[src/hw/rtl/glfs_ram.sv]
// generic single write, single read ram with registered read data
module glfs_ram #(
    parameter int WIDTH = 8,
    parameter int DEPTH = 16
) (
    input  logic                     aclk,
    input  logic                     we,
    input  logic [$clog2(DEPTH)-1:0] waddr,
    input  logic [WIDTH-1:0]         wdata,
    input  logic [$clog2(DEPTH)-1:0] raddr,
    output logic [WIDTH-1:0]         rdata
);

    logic [WIDTH-1:0] mem [DEPTH];

    always_ff @(posedge aclk) begin
        if (we) begin
            mem[waddr] <= wdata;
        end
        rdata <= mem[raddr];
    end

endmodule

[config.mk]
export PLATFORM = sky130hd
export DESIGN_NAME = glfs_ram
export DESIGN_NICKNAME = d
export VERILOG_FILES = /design/src/hw/rtl/glfs_ram.sv
export SDC_FILE = /design/constraint.sdc
export NUM_CORES = 1
export LEC_CHECK = 0
export ABC_AREA = 1
export BUFFER_PORTS_ARGS = -buffer_cell sky130_fd_sc_hd__buf_2
export CAP_MARGIN = 10
export CORE_ASPECT_RATIO = 0.8
export CORE_MARGIN = 5
export CORE_UTILIZATION = 34
export DETAILED_ROUTE_END_ITERATION = 12
export GPL_ROUTABILITY_DRIVEN = 0
export HOLD_SLACK_MARGIN = 0.08
export PLACE_DENSITY = 0.48
export SYNTH_ARGS = -nofsm -noshare
export SYNTH_HDL_FRONTEND = slang
export SYNTH_SLANG_ARGS = --single-unit
[constraint.sdc]
create_clock -name aclk -period 1.2 [get_ports aclk]
set_input_delay 0.24 -clock aclk [delete_from_list [all_inputs] [get_ports aclk]]
set_output_delay 0.24 -clock aclk [all_outputs]
set_load 0.02 [all_outputs]
# Word level (Yosys, flattened, before mapping)
# Memories as Yosys holds them, arrays and structs flattened. A register that Yosys moved wholly into a read port is not among the register bits.
# Cells that the tools add are included.
[totals]
inputBits = 18
wordCells = 3
register_bits = 0
ramBits = 128
out_inout_bits = 8
n_memories = 1
[memory_table]
columns = ["memory", "depth", "width", "read_ports", "rd_clocked_by_memory_dff", "write_ports", "line_no", "text"]
rows = [
  ["mem", 16, 8, 1, 1, 1, "14", "logic [WIDTH-1:0] mem [DEPTH];"],
]
[op_classes]
mux = 2
[ops]
columns = ["cell", "count"]
rows = [
  ["$mux W1", 2],
]

# Longest topological paths before layout
[depth]
word_depth = 2
depth_mapped = 8
mapped_depth_nobuf = 7

# Least setup slack after synthesis
# Ideal clock, no wire load.
[synth_path]
path_kind = "input -> register"
start = "input port waddr[3]"
end = "memory mem[4][0] (enable)"
path_slack_ns = 0.009
stages = 2
t_required_ns = 0.830
setup_ns = 0.370
path_buffers = 0
arrival_time_ns = 0.821
path_cell_list = "nand3b_1 nor2_1"
[synth_rtl]
columns = ["item", "line_no", "text"]
rows = [
  ["from (decl)", "8", "input logic [$clog2(DEPTH)-1:0] waddr,"],
  ["to (decl)", "14", ""],
]
# No word-level cell before the write port.

# Final worst setup path
[layout_path]
start = "register rdata[1], read port of mem"
end = "output port rdata[1]"
[layout_rtl]
columns = ["item", "line_no", "text"]
rows = [
  ["from (decl)", "11", "output logic [WIDTH-1:0] rdata"],
]
# No word-level cell between the ends.

==> key figures <==
Die
  – Starting Density: a little over a third
  – DIE AREA: approximately 0.020 mm^2
  – Die X: approximately 160 um
  – Boundary pin count: 26
  – Chip height: between 100 and 150 um
  – Core ar.: 0.0166 mm^2
  – Num rows: 42

Critical path
  – Largest fanout on the critical path: 1
  – Worst path top cell family by delay: flip-flops
  – Bufs and invs on worst path: 1
  – Startpoint types: flip-flop
  – Critical Path RT: 0.96 ns
  – Crit Path Category: flip-flop to output pin
  – Crit. End Element: output pin
  – CP cell instances: buf_4
  – Critical path's slowest cell: dfxtp_1
  – Max incr delay on CP: about 0.34 ns
  – Arrival time worst endpoint: just over 0.9 ns

Power
  – Leak: between 3 and 4 nW
  – Sw frac: a little over a fifth
  – Switching power: 2.38 mW
  – Seq pwr share: 48.3%
  – Clock share of power: 44.8%
  – P_int: 8.70 mW
  – Pwr per Cell Area: roughly 1600 mW/mm^2
  – Comb power frac: under 10%
  – Worst vdd ir: approximately 0.00094 V

CTS
  – CTS tree: built
  – Worst-path clk slew: approximately 0.050 ns
  – CTS sink cnt: roughly 140
  – Num CTS Buffers: 17
  – Worst-Skew Late Latency: about 0.43 ns
  – H-tree depth: 4
  – Clock root cell: clkbuf_16
  – Post-CTS Setup Inserts: 0
  – Post-CTS Hold Buffers: 0
  – Longest Clk Path Bufs: 2

STA
  – Final max-slew violation count: 0
  – Final count of hold timing violations: 0
  – Worst-margin pin slew: between 0.4 and 0.5 ns
  – Final Worst Setup Slack: 0.0426 ns
  – Peak Freq: 0.864 GHz
  – Finish-stage setup viols: 0
  – Setup Skew: around 0.016 ns
  – Crit share post-route: a little over nine tenths
  – Period minus WS final: approximately 1.2 ns
  – Max_slew headroom: 69.5%
  – Unrepaired setup endpoints after global routing: no

Global routing
  – First-pass GRT wire length: around 22,000 um
  – Initial antenna violation count: 0
  – Largest net degree at the start of global routing: 33
  – GRT overflow: 0
  – GRT Overall Usage: around 16%
  – Vias in the first global route: approximately 3,800

Logic synthesis
  – Adder-cell share of the synthesized area: 0%
  – Mapped cell area: 0.00577 mm^2
  – Syn_area_per_cell: 10.5 um^2
  – Yosys reg bits: 136
  – Synthesized instance count: around 550
  – Compound-gate portion of the synthesized area: 0%
  – Sequential area share after synthesis: 69.4%
  – Yosys cell types: 12
  – Syn_nets: roughly 570
  – Post-Synth XOR/XNOR Area: 0%
  – Yosys warns: 0
  – Simple-gate share of the synthesized area: a little over a fifth
  – Mux contribution to synthesized area: 0%
  – Main combinational cell family by area after synthesis: simple AND/OR/NAND/NOR gates

Layout
  – FF+latch area: between 0.004 and 0.005 mm^2
  – Core Util, Final: a little over two fifths
  – Area of the multi-input gates: 0.00121 mm^2
  – Area grow syn2layout: 20.5%
  – Fillers: ~1,600
  – Layout cells sized above 1: between 10% and 20%
  – Nets@finish: 627
  – Antenna cells: 0

Route
  – DRT iter0 DRCs: about 310
  – DRC Markers: 0
  – Vias: around 3,900
  – Post-route ant nets: 0
  – Top sig layer: met4
  – Routed met3 length: 712 um
  – WL final: between 10,000 and 15,000 um
  – M1 WL: 7310 um
  – Met2 wire length: ~6100 um
  – First drt pass iteration count: 7
  – Vias per cell: around 4.6
  – WL/cell: between 15 and 20 um

Worst hold path
  – Hold WC Path Type: input port to flip-flop

Placement
  – I/O Buffers: 25
  – Hpwl dp: approximately 9400 um
  – Worst slack, placed: -0.125 ns

Outcome
  – Status: finished clean

Flow run
  – Max-cap violations: 0
==> tightest hold or removal path: cells and delay by family <==
| kind | cells | cell delay, ns |
|---|---|---|
| simple gates | 2 | 0.16 |
| buf+inv | 1 | 0.18 |
==> kinds of logic (layout without fill, tap and decap cells) <==
| group | count (synthesis) | count (layout) |
|---|---|---|
| buffers and inverters | 126 | 197 |
| flip-flops | 136 | 136 |
| AND/OR/NAND/NOR | 289 | 289 |
==> per-layer routing <==
layer | track usage (%) | vias up
met3 | 4.32 | 14
met5 | 0 | -
met4 | 5.40 | 0
met1 | 23.4 | 1860
met2 | 21.5 | 103
li1 | - | 1885
==> Yosys cell counts <==
master    number  area [um^2]
nand2_1      173          649
edfxtp_1     128         3840
inv_1        100          375
nand3_1       97          485
nor2_1        17         63.8
buf_2         13         65.1
dfxtp_1        8          160
buf_6          6         67.6
buf_4          4         30.0
inv_2          2         7.51
nand3b_1       2         15.0
buf_1          1         3.75
==> path summary, 6_finish.rpt <==
check | start | endpoint | slack [ns] | depth (start not counted)
min | raddr[3] | rdata[1] | 0.20 | 3
max | rdata[1] | rdata[1] | 0.04 | 1
max reg2reg | mem[15][6] | rdata[6] | 0.20 | 6
min reg2reg | mem[6][7] | rdata[7] | 0.67 | 6
==> cell type report <==
cell class	count	share of cell area, %
sequential	136	57.7
multi-input combinational	289	17.5
clock buffer	29	7.49
timing repair buffer	63	7.31
inverter	102	5.51
tap	220	3.96
clock inverter	3	0.612
==> registers in the layout, summed over array words and instances, names as in the netlist <==
register and cells:
mem 128, rdata 8
==> through the flow <==
stage	total power, mW	setup TNS [ns]	area, um^2	hold WS, ns	instances
floorplan	5.85	0	5770	0.339	551
global placement	6.21	-1.25	6370	0.630	810
detailed placement	6.21	-1.72	6370	0.636	810
CTS	11.2	0	6950	0.184	842
global route	11.5	0	6950	0.189	842
finish	11.1	0	6950	0.200	842
==> power groups by stage <==
stage / Combinational [mW] / Clock, mW / Sequential (mW)
global placement: 0.760 / 0 / 5.45
floorplan: 0.375 / 0 / 5.47
detailed placement: 0.764 / 0 / 5.45
global route: 0.848 / 5.28 / 5.36
CTS: 0.776 / 5.07 / 5.35
finish: 0.759 / 4.97 / 5.35
==> placed cells by master (no fill, tap or decap) <==
cell type | Yosys | routed
inv_2 | 2 | 2
clkinvlp_4 | 0 | 1
nand3b_1 | 2 | 2
nand3_1 | 97 | 97
clkbuf_8 | 0 | 5
nor2_1 | 17 | 17
edfxtp_1 | 128 | 128
clkbuf_1 | 0 | 7
inv_1 | 100 | 100
buf_2 | 13 | 21
bufinv_16 | 0 | 1
buf_12 | 0 | 7
clkinv_2 | 0 | 1
nand2_1 | 173 | 173
buf_4 | 4 | 35
dfxtp_2 | 0 | 2
clkbuf_16 | 0 | 17
dfxtp_1 | 8 | 6
==> timing repair <==
item,4_1_cts,5_1_grt
setup endpoints to repair,4,0
gates resized for setup,6,0
endpoints found under the hold margin,0,0
No activity file was read; power rests on OpenSTA's default activity.
