==> config.mk <==
export PLATFORM = sky130hd
export DESIGN_NAME = glfs_alu
export DESIGN_NICKNAME = d
export VERILOG_FILES = /design/src/hw/rtl/glfs_pkg.sv /design/src/hw/rtl/glfs_alu.sv
export SDC_FILE = /design/constraint.sdc
export NUM_CORES = 1
export LEC_CHECK = 0
export BUFFER_PORTS_ARGS = -buffer_cell sky130_fd_sc_hd__buf_2
export CAP_MARGIN = 20
export CORE_MARGIN = 2
export CORE_UTILIZATION = 57
export DETAILED_ROUTE_END_ITERATION = 8
export PLACE_DENSITY = 0.83
export SYNTH_ARGS = -nofsm -noshare
export SYNTH_HDL_FRONTEND = slang
export SYNTH_SLANG_ARGS = --single-unit
export TNS_END_PERCENT = 1
==> constraint.sdc <==
create_clock -name vclk -period 3.25
set_clock_uncertainty 0.05 [all_clocks]
set_input_delay 0 -clock vclk [all_inputs]
set_output_delay 0 -clock vclk [all_outputs]
set_load 0.05 [all_outputs]
==> src/hw/rtl/glfs_pkg.sv <==
// shared types, codes and default sizes for the grid liquid flow block
package glfs_pkg;

    localparam int GRID_WIDTH_DEF  = 64;
    localparam int GRID_HEIGHT_DEF = 64;
    localparam int MAX_LEVEL_DEF   = 16;

    // three-way and two-way split of a liquid sum
    localparam int SPLIT_THREE = 3;
    localparam int SPLIT_TWO   = 2;

    localparam logic [1:0] TILE_AIR  = 2'd0;
    localparam logic [1:0] DIR_NONE  = 2'd0;
    localparam logic [1:0] DIR_LEFT  = 2'd1;
    localparam logic [1:0] DIR_RIGHT = 2'd2;

    typedef enum logic [1:0] {
        FUNC_TICK  = 2'd0,
        FUNC_WRITE = 2'd1,
        FUNC_READ  = 2'd2,
        FUNC_NONE  = 2'd3
    } func_t;

    typedef enum logic [1:0] {
        ALU_ADD,
        ALU_SUB,
        ALU_MUL
    } alu_op_t;

    typedef enum logic [4:0] {
        ST_CLEAR,
        ST_IDLE,
        ST_WRITE,
        ST_READ,
        ST_READ_CAP,
        ST_OUT,
        ST_RD_C,
        ST_CHK,
        ST_GET_B,
        ST_GET_L,
        ST_GET_R,
        ST_ROOM,
        ST_MOVE,
        ST_FALL_B,
        ST_FALL_C,
        ST_SIDE,
        ST_SUM3,
        ST_DIV,
        ST_MUL3,
        ST_REM,
        ST_FIX,
        ST_FIX_Q,
        ST_SPLIT3,
        ST_PAIR,
        ST_WR_C,
        ST_WR_B,
        ST_WR_L,
        ST_WR_R,
        ST_NEXT,
        ST_FLAGS,
        ST_FLAGS_END
    } state_t;

endpackage

==> src/hw/rtl/glfs_alu.sv <==
// shared add, subtract and multiply unit for the flow sequencer
module glfs_alu #(
    parameter int W = 8
) (
    input  glfs_pkg::alu_op_t op,
    input  logic [W-1:0]      a,
    input  logic [W-1:0]      b,
    output logic [2*W-1:0]    res
);

    always_comb begin
        case (op)
            glfs_pkg::ALU_ADD: res = {{W{1'b0}}, a} + {{W{1'b0}}, b};
            glfs_pkg::ALU_SUB: res = {{W{1'b0}}, a} - {{W{1'b0}}, b};
            glfs_pkg::ALU_MUL: res = a * b;
            default:           res = '0;
        endcase
    end

endmodule

Yosys cells after proc, flatten, opt, wreduce, memory -nomap -nowiden
Cells that the tools add are included.
Cells by class
  $add $sub $neg: 2
  multipliers: 1
  equality and inequality tests: 2
  multiplexer cells: 1
  reductions and logical operators: 1
Operator list (count)
  16-bit one-hot mux with 3 select lines: 1
  8-bit by 8-bit multiplier with 16-bit output: 1
  8-bit by 8-bit adder with 9-bit output: 1
  8-bit by 8-bit subtractor with 9-bit output: 1
  2-bit by 1-bit equality test with 1-bit output (second input constant): 1
  2-bit equality test (second input constant): 1
  2-bit zero test: 1
Storage, ports and cells
  flip-flop bits (word level): 0
  bits of input ports: 18
  logic and storage cells: 7

Depth between registers and ports, before layout
  word-level depth: 2
  depth in mapped cells: 16
  depth with buffers taken out: 16

Worst setup path before layout
OpenSTA, ideal clock, no wires.
  path type: input -> output
  start point: input a[0]
  end point: output res[15]
  data arrival time: 4.469 ns
  required time: 3.200 ns
  slack: -1.269 ns
  stages on the path: 14
  cell sequence: nand2_1 -> fa_1 -> fa_1 -> inv_1 -> fa_1 -> inv_1 -> fa_1 -> inv_1 -> ha_1 -> nand2_1 -> o211ai_1 -> a41oi_1 -> and3_1 -> o31ai_1
On the way
  word-level cells in the longest chain between the ends: 2
RTL lines
  from (decl): line glfs_alu.sv:6  | input logic [W-1:0] a,
  8-bit by 8-bit multiplier with 16-bit output or 8-bit by 8-bit subtractor with 9-bit output (tied branches): line glfs_alu.sv:15, glfs_alu.sv:14
  16-bit one-hot mux with 3 select lines *: line glfs_alu.sv:12  | case (op)
  to (decl): line glfs_alu.sv:8  | output logic [2*W-1:0] res
Every way passes the cells marked *; elsewhere a longest branch is shown, timed or not.

Final worst setup path
  start point: input a[3]
  end point: output res[15]
Same word-level chain as after synthesis.

==> metrics.txt <==
Post-Synth Adder-Cell Area 47.5%; multiplexer area fraction after synthesis 2.02%; DRT iter0 DRCs 247; Tot GR Track Use 27.8%; first-pass GRT wire length 13,600 um; dominant cell type by area after synthesis fa_1; CP Max Fanout 7; # diodes 0; die height 76.2 um; critical path class input port to primary output; sequential standard cell area 0 um2; Most Frequent Cell on Critical Path fa_1; Syn Inst Count 369; routability cong. 0.897; max-slew violations 0; top-area cell type share of the netlist area 25.6%; final hold slack 0.484 ns; Ys Warns 0; setup ws final -0.523 ns; main combinational cell family by area after synthesis adder cells; Simple-Gate Fraction of Synth Area 21.5%; Yosys cell types 47; average size of a mapped cell 8.06 um2; Slew @ Worst Pin 0.741 ns; Final Util 75.6%; P&R area growth vs syn 29.0%; most common cell after layout, fill and taps aside inv_1; Net Count, Synth 477; Total Die Area 0.00581 mm2; final worst path period need 3.77 ns; Worst Path Arrival 3.72 ns; largest net degree at the start of global routing 16; number of max-cap violations 0; FP Rows 26; Compound-Gate Fraction of Synth Area 16.5%; initial antenna violation count 0; FILL cells 392; sequential fraction of the synthesis area 0%; Largest stage delay, worst path 0.55 ns; critical path's slowest cell fa_1; startpoint types input port; total vias in the final route 2,897; share of layout cells above drive strength 1 27.7%; most frequent cells in the layout inv_1, buf_4, ha_1; Setup Viol. Count Final 11; Hold Path Sink res[4]; hold buffers post-CTS 0; Cell Pwr Density 510 mW/mm2; Hold Crit Start op[1]; RSZ-0062 raised after global routing true; Seq Cell Count 0; Slew headroom 50.5%; Area contributors post-synth fa_1, ha_1, and2_1; Non-Filler Instances 517; hpwl dp 6570 um; DR vias/cell 5.60; die width 76.2 um; starting density of the core 58.6%; DRC viols 0; Worst setup EP type primary output; failing checks negative setup slack; leak pwr 1.97 nW; status finished, violations left; # clk buffers 0; io pins 34; placed insts 516; DR WL/cell 14.7 um; Routed WL 7620 um; Hold Path Cell Cnt 3; drt first pass iters 4; Tcrit/Tclk final 116%; Core Area 0.00507 mm2; Mapped Area 0.00297 mm2; critical-path cell list buf_4 -> ha_2 -> fa_2 -> fa_1 -> fa_1 -> inv_1 -> fa_1 -> inv_2 -> ha_4 -> nand2_2 -> o211ai_1 -> a41oi_2 -> and3_4 -> o31ai_4 -> buf_6; Detail Route Antenna Nets 0; total gr overflow 0; XOR/XNOR Fraction of Synth Area 3.24%; I/O Buffers 34; crit path buf inv count 4; vias in the first global route 3,015; delay-heaviest family, CP adder cells; Nets 557; Max Clock Freq 265 MHz; final hold violations 0; Hold Crit Class input port to primary output; Peak VDD IR 0.618 mV; Worst Path Required 3.20 ns
how the worst max path moves through the flow:
stage | slack, ns | depth (start not counted) | from | to
5_1_grt | -0.67 | 15 | a[3] | res[15]
6_report | -0.52 | 15 | a[3] | res[15]
4_1_cts | -0.54 | 15 | a[3] | res[15]
3_3_place_gp | -0.60 | 15 | a[2] | res[15]
2_1_floorplan | -0.40 | 13 | b[2] | res[8]
3_5_place_dp | -0.67 | 16 | a[2] | res[15]
cells in the mapped netlist (all sizes together) (4+ instances only):
| library cell | number |
|---|---|
| inv | 66 |
| mux2i | 6 |
| nand2 | 31 |
| o21ai | 16 |
| o31ai | 4 |
| and2 | 40 |
| xnor2 | 7 |
| a21o | 7 |
| and3 | 4 |
| fa | 38 |
| ha | 52 |
| nor3 | 5 |
| o211ai | 6 |
| or3 | 4 |
| a21oi | 19 |
| xor2 | 4 |
| nor2 | 13 |
area by class of cell:
type | count | area [um2] | share of cell area (%)
timing repair buffer | 83 | 632 | 16.5
inverter | 66 | 248 | 6.46
multi-input combinational | 298 | 2870 | 74.8
tap | 70 | 87.6 | 2.28
logic make-up after synthesis:
kind of cell | Yosys count
AND/OR/NAND/NOR | 118
adder cells (fa/ha/maj) | 90
AO/OA/AOI/OAI | 73
buffers and inverters | 71
XOR/XNOR | 11
multiplexers | 6
where the power goes:
| part | total (mW) | internal, mW | switching [mW] | leakage, nW |
|---|---|---|---|---|
| sequential | 0 | 0 | 0 | 0 |
| combinational | 1.96 | 0.881 | 1.08 | 1.97 |
| clock | 0 | 0 | 0 | 0 |
per-stage QoR:
stage	area [um2]	worst slack [ns]	total power [mW]	TNS [ns]
global route	3840	-0.671	2.15	-5.34
global placement	3700	-0.597	1.77	-4.50
CTS	3830	-0.542	1.94	-3.82
detailed placement	3700	-0.674	1.83	-5.16
finish	3840	-0.523	1.96	-3.87
floorplan	3110	-0.397	1.29	-2.05
what timing repair did:
item	4_1_cts	5_1_grt
setup endpoints to repair	11	11
pin swaps	13	5
gates resized for setup	42	2
buffers inserted	1	0
metal layers:
metal  routed length (um)  vias to the layer above  track usage (%)
met5                    0                        -                0
met2                 4100                       83             54.7
met1                 3150                     1409             34.3
li1                     -                     1393                -
met3                  265                       12            0.711
met4                  100                        0             4.18
(Power assumes the default switching activity.)
